--- config.mk ---
export PLATFORM = sky130hd
export DESIGN_NAME = cst_cell
export DESIGN_NICKNAME = d
export VERILOG_FILES = /design/src/rtl/cst_pkg.sv /design/src/rtl/cst_cell.sv
export SDC_FILE = /design/constraint.sdc
export NUM_CORES = 1
export LEC_CHECK = 0
export BUFFER_PORTS_ARGS = -buffer_cell sky130_fd_sc_hd__buf_2
export CORE_MARGIN = 1.5
export CORE_UTILIZATION = 47
export CTS_CLUSTER_SIZE = 8
export DETAILED_ROUTE_END_ITERATION = 10
export PLACE_DENSITY = 0.79
export SYNTH_ARGS = -nofsm -noshare
export SYNTH_HDL_FRONTEND = slang
export SYNTH_SLANG_ARGS = --single-unit
--- constraint.sdc ---
create_clock -name clk_i -period 3.9 [get_ports clk_i]
set_input_delay 0.78 -clock clk_i [delete_from_list [all_inputs] [get_ports clk_i]]
set_output_delay 0.78 -clock clk_i [all_outputs]
set_load 0.03 [all_outputs]
--- src/rtl/cst_pkg.sv ---
// Package for the counted set table: item types, operation codes and defaults.
// Used by every module of the block; depends on nothing else.
`default_nettype none

package cst_pkg;

  // Default sizes of the table.
  localparam int unsigned CAPACITY_DEF    = 64;
  localparam int unsigned COUNT_WIDTH_DEF = 32;
  localparam int unsigned KEY_WIDTH_DEF   = 32;

  // Operation codes carried in an input item.
  typedef enum logic [1:0] {
    OP_ADD    = 2'd0,
    OP_REMOVE = 2'd1,
    OP_QUERY  = 2'd2,
    OP_CLEAR  = 2'd3
  } cst_op_e;

  // Status codes of a result item.
  localparam logic STATUS_OK   = 1'b0;
  localparam logic STATUS_FULL = 1'b1;

  // One input item.
  typedef struct packed {
    cst_op_e     operation;
    logic [31:0] key;
    logic [31:0] amount;
  } cst_in_t;

  // One result item.
  typedef struct packed {
    logic        status;
    logic [31:0] key_count;
    logic        present;
    logic [6:0]  distinct_keys;
    logic [6:0]  slots_used;
  } cst_out_t;

  // Control broadcast from the sequencer to every cell.
  typedef struct packed {
    logic capture;    // register the key compare
    logic write_hit;  // matching cell takes the new count
    logic alloc;      // first free cell takes key and new count
    logic clear;      // every cell zeroes its count
  } cst_cell_ctrl_t;

endpackage

`default_nettype wire

--- src/rtl/cst_cell.sv ---
// One slot of the counted set table: key, count and an assigned flag.
// Depends on cst_pkg for the control struct.
`default_nettype none

module cst_cell #(
  parameter int unsigned KeyWidth   = cst_pkg::KEY_WIDTH_DEF,
  parameter int unsigned CountWidth = cst_pkg::COUNT_WIDTH_DEF
) (
  input  wire                        clk_i,
  input  wire                        rst_ni,
  input  cst_pkg::cst_cell_ctrl_t    ctrl_i,
  input  wire logic [KeyWidth-1:0]   key_i,
  input  wire logic [CountWidth-1:0] count_i,
  input  wire logic                  prev_valid_i,
  output logic                       valid_o,
  output logic                       hit_o,
  output logic [CountWidth-1:0]      count_o
);

  logic                  valid_q, valid_d;
  logic                  match_q, match_d;
  logic [KeyWidth-1:0]   key_q, key_d;
  logic [CountWidth-1:0] count_q, count_d;
  logic                  is_next_free;

  // Slots fill in order, so the first free cell is the one whose left
  // neighbor is assigned while it is not.
  assign is_next_free = prev_valid_i & ~valid_q;
  assign hit_o        = valid_q & (key_q == key_i);

  always_comb begin
    valid_d = valid_q;
    match_d = match_q;
    key_d   = key_q;
    count_d = count_q;
    if (ctrl_i.capture) begin
      match_d = hit_o;
    end
    if (ctrl_i.clear) begin
      count_d = '0;
    end else if (ctrl_i.write_hit && match_q) begin
      count_d = count_i;
    end else if (ctrl_i.alloc && is_next_free) begin
      valid_d = 1'b1;
      key_d   = key_i;
      count_d = count_i;
    end
  end

  // Control flags.
  always_ff @(posedge clk_i or negedge rst_ni) begin
    if (!rst_ni) begin
      valid_q <= 1'b0;
      match_q <= 1'b0;
    end else begin
      valid_q <= valid_d;
      match_q <= match_d;
    end
  end

  // Slot contents.
  always_ff @(posedge clk_i) begin
    key_q   <= key_d;
    count_q <= count_d;
  end

  assign valid_o = valid_q;
  assign count_o = count_q;

endmodule

`default_nettype wire

==> impl_metrics.toml, run 1 <==
[drt]
drt_first_pass_iters = 4
wirelength_um = 5060
viasPerCell = 4.70
drc = 0
postRouteAntennaNets = 0
drt-initial-drc-count = 66
via_count = 1904
wl_per_cell_um = 12.5

[floorplan]
start_util = 0.489
fp.dieW_um = 75.9
core_area_sq_um = 5110
die_y_um = 75.9
die_area_sq_um = 5760
rows = 26
io_pins = 105

[worst_setup_path]
critPathKind = "input port to output port"
cpPeakStageDelay_ps = 360
endpoint_kind = "output port"
cp_common_cell = "buf_2"
required_ps = 3120
worstPathArrival_ps = 2210
worstPathCellList = "buf_2 > xor2_1 > nor4_1 > nand4_1 > nor4_2 > buf_2"
crit_path_max_fanout = 2
cp-start-kind = "input port"
timing.critical_path.buf_inv = 2
crit_family = "simple AND/OR/NAND/NOR gates"
critPathSlowestCell = "nor4_1"

[global_routing]
grt_first_pass_wirelength_um = 7220
grt_usage = 0.171
antenna_found_initial = 0
grt_pass1_vias = 1656
grt_overflow_total = 0
grt_max_degree = 34

[yosys]
synth_cell_types = 18
synthDominantCellAreaShare = 0.385
synthTopCellsByCount = "nand2_1, a21oi_1, dfxtp_1, edfxtp_1, xor2_1"
yosys_register_bits = 66
yosys.area.top_type = "edfxtp_1"
yosysMostFrequentCell = "nand2_1"
syn_avg_cell_area_sq_um = 11.1
syn_area_sq_um = 2500
syn-num-nets = 295
synth_edf_count = 32
synthCells = 224
ys_warn_count = 0
ys.flop_type = "edfxtp_1"
async_flop_share = 0.0303
yosysSeqAreaShare = 0.662
synth_area_leaders = "edfxtp_1, dfxtp_1, nand2_1"

[clocking]
cts_setup_buffers = 0
cts_max_level = 3
clk_pin_slew_ps = 60
numCtsBuffers = 9
cts_hold_buf = 0
cts.path.max_buffers = 2
insertion_delay_ps = 320
cts_tree = "yes"
clock_sinks = 66
post_cts_resized = 0
cts_root_buffer = "clkbuf_8"

[min_path]
hold_class = "input port to asynchronous set/reset pin"

[sta]
finalSetupViolCount = 0
period_share = 0.767
grt_setup_unrepaired = "false"
worst_pin_slew_ps = 1140
hold_viol_final = 0
slew_violations = 0
tns_ps = 0
fin_skew_ps = 6.45
relSlewSlack = 0.243
fin_crit_ps = 2990
timing.fmax_mhz = 334

[power_and_ir_drop]
power.density_nw_per_um2 = 443
peakVddDrop_uv = 298
p_leak_uw = 0.00138

[finish]
drive_gt1_frac = 0.373
final_cells = 405
nets = 401
insertedDiodeCount = 0
n_fill_cell = 444
syn2layout_area_growth_pct = 31.2

[place]
placedCellCount = 389
portBuffers = 104
gp_congestion = 0.800
hpwl_um = 3670

[run]
drv_cap = 0

[outcome]
status = "finished clean"
## worst paths after layout
check                            start     endpoint  slack (ps)  cells after the start
max in group asynchronous       rst_ni      match_q        3570                      1
setup / recovery             key_i[20]        hit_o         910                      6
hold reg to reg            count_o[10]  count_o[10]         450                      2
setup reg to reg               valid_o   count_o[4]        2000                      4
hold / removal                  rst_ni      valid_o         230                      1
min in group clk_i         count_o[10]  count_o[10]         450                      2
## placed cells by master, fill, tap and decap left out
master | synthesis | final
mux2_2 | 1 | 1
buf_4 | 0 | 2
dfxtp_1 | 32 | 32
clkbuf_8 | 0 | 13
nand3b_1 | 1 | 1
nor4_2 | 1 | 1
edfxtp_1 | 32 | 32
xnor2_1 | 4 | 4
buf_2 | 0 | 104
dfrtp_1 | 2 | 2
xor2_1 | 28 | 28
clkinv_2 | 0 | 2
clkbuf_1 | 9 | 1
nand4_1 | 1 | 1
nor4_1 | 7 | 7
nand2_1 | 67 | 67
or2_2 | 1 | 1
a21oi_1 | 32 | 32
nor3b_2 | 0 | 1
and2_1 | 1 | 1
nand3_1 | 2 | 2
## stage by stage
step / area (sq um) / setup slack [ps] / utilization / hold WS (ps) / total power [uW]
final: 3280 / 908 / 0.641 / 235 / 1450
after global routing: 3280 / 845 / 0.641 / 218 / 1500
after CTS: 3280 / 914 / 0.641 / 219 / 1470
after detailed placement: 3080 / 913 / 0.604 / 440 / 933
after global placement: 3080 / 914 / 0.604 / 435 / 928
after floorplan: 2500 / 70.2 / - / 480 / 864
## logic make-up after synthesis
logic type / count (synthesis) / share of synthesized area
AOI/OAI and AO/OA: 32 / 0.0642
muxes: 1 / 0.00451
buffers and inverters: 11 / 0.0165
and+or+nand+nor: 82 / 0.141
DFF: 66 / 0.662
xor gates and xnor gates: 32 / 0.112
## final cells by class
| cell class | count | area, sq um | area share |
|---|---|---|---|
| clock inverter | 2 | 10.0 | 0.00306 |
| timing repair buffer | 106 | 536 | 0.163 |
| sequential | 66 | 1650 | 0.504 |
| tap | 70 | 87.6 | 0.0267 |
| clock buffer | 14 | 183 | 0.0558 |
| multi-input combinational | 147 | 808 | 0.247 |
## power breakdown
part           switching, uW  total (uW)  internal (uW)
clock network            235         533            299
registers               11.7         763            751
logic                   93.6         153           59.6
## sequential cells by signal, indices dropped and copies added (netlist names)
| name | count |
|---|---|
| count_o | 32 |
| match_q | 1 |
| key_q | 32 |
| valid_o | 1 |
## layer usage
| layer | global-route usage | vias up | part of all wire |
|---|---|---|---|
| li1 | - | 967 | - |
| met1 | 0.202 | 870 | 0.44 |
| met2 | 0.279 | 58 | 0.50 |
| met3 | 0.0397 | 9 | 0.045 |
| met4 | 0.111 | 0 | 0.022 |
| met5 | 0 | - | 0 |
No activity file was read; power rests on OpenSTA's default activity.
==> run 2: changes to the inputs <==
==> constraint.sdc (replaced) <==
create_clock -name clk_i -period 2.95 [get_ports clk_i]
set_input_delay 0.59 -clock clk_i [delete_from_list [all_inputs] [get_ports clk_i]]
set_output_delay 0.59 -clock clk_i [all_outputs]
set_load 0.03 [all_outputs]
==> impl_metrics.toml, run 2 (same netlist as run 1, synthesis figures left out) <==
[worst_setup_path]
crit_path_max_fanout = 2
cp-start-kind = "flip-flop"
worst-r2r-setup-slack_ps = 1220
worstPathArrival_ps = 2010
endpoint_kind = "output port"
required_ps = 2360
critPathKind = "flip-flop to output port"

[drt]
wl_per_cell_um = 12.9
drt-initial-drc-count = 50
viasPerCell = 4.70
drc = 0
drt_first_pass_iters = 4
via_count = 1911
wirelength_um = 5230
postRouteAntennaNets = 0

[sta]
slew_violations = 0
tns_ps = 0
hold_viol_final = 0
fin_skew_ps = 5.95
finalSetupViolCount = 0
worst_pin_slew_ps = 535
grt_setup_unrepaired = "false"
fin_crit_ps = 2600
holdWs_ps = 37.0
timing.fmax_mhz = 385
period_share = 0.881
relSlewSlack = 0.644

[clocking]
numCtsBuffers = 9
cts.path.max_buffers = 2
post_cts_resized = 0
cts_tree = "yes"
clk_pin_slew_ps = 70
cts_max_level = 3
cts_root_buffer = "clkbuf_8"
clock_sinks = 66
cts_hold_buf = 0
insertion_delay_ps = 330
cts_setup_buffers = 0

[place]
portBuffers = 104
gp_congestion = 0.768
hpwl_um = 3840
placed_area_sq_um = 3100

[finish]
drive_gt1_frac = 0.365
layout_common_cells = "buf_2, nand2_1, a21oi_1, dfxtp_1, edfxtp_1"
n_fill_cell = 442
final_common_cell = "buf_2"
nets = 403
insertedDiodeCount = 0
final_area_sq_um = 3280
syn2layout_area_growth_pct = 31.5

[global_routing]
grt_max_degree = 34
grt_first_pass_wirelength_um = 7600
grt_pass1_vias = 1805
grt_overflow_total = 0
grt_usage = 0.183
antenna_found_initial = 0

[min_path]
hold_class = "input port to asynchronous set/reset pin"

[floorplan]
core_area_sq_um = 5110
rows = 26
die_y_um = 75.9
fp.dieW_um = 75.9
io_pins = 105
start_util = 0.489
die_area_sq_um = 5760

[outcome]
status = "finished clean"

[run]
drv_cap = 0

[power_and_ir_drop]
total_power_uw = 1900
power.density_nw_per_um2 = 579
peakVddDrop_uv = 461
p_leak_uw = 0.00137
-- run 2: power by group --
part           leakage, uW  total, uW  internal (uW)  switching, uW
Sequential        0.000572       1010            994           15.9
Clock            0.0000898        683            381            302
Combinational     0.000712        206           81.2            125
Total              0.00137       1900           1460            443
-- run 2: worst max-delay path, stage by stage, from the launching register on --
cell	delay, ps
edfxtp_1	390
xor2_1	150
nor4_1	370
nand4_1	170
nor4_2	340
buf_2	260
-- run 2: final cells by class --
type                    count  area (sq um)  share of cell area
well taps                  70          87.6              0.0267
flip-flops and latches     66          1650               0.503
clock inverters             5          46.3              0.0141
clock buffers              11           131              0.0400
repair buffers            108           551               0.168
multi-input cells         147           815               0.248
-- run 2: path summary, 6_finish.rpt --
path                        startpoint  cells after the start          end
max                          key_q[28]                      5        hit_o
min                             rst_ni                      1      valid_o
max reg2reg                    valid_o                      5  count_o[29]
min reg2reg                count_o[15]                      2  count_o[15]
max in group asynchronous       rst_ni                      1      match_q
min in group clk_i         count_o[15]                      2  count_o[15]
-- run 2: layer usage --
metal / global-route usage / vias to the layer above / routed length, um
li1: - / 972 / -
met1: 0.206 / 870 / 2190
met2: 0.311 / 62 / 2610
met3: 0.0476 / 7 / 336
met4: 0.111 / 0 / 91
met5: 0 / - / 0
-- run 2: per-stage QoR --
step	worst slack [ps]	util	instances
global route	206	0.643	407
finish	350	0.643	407
detailed placement	361	0.608	391
CTS	318	0.643	407
global placement	416	0.608	391
floorplan	451	-	224
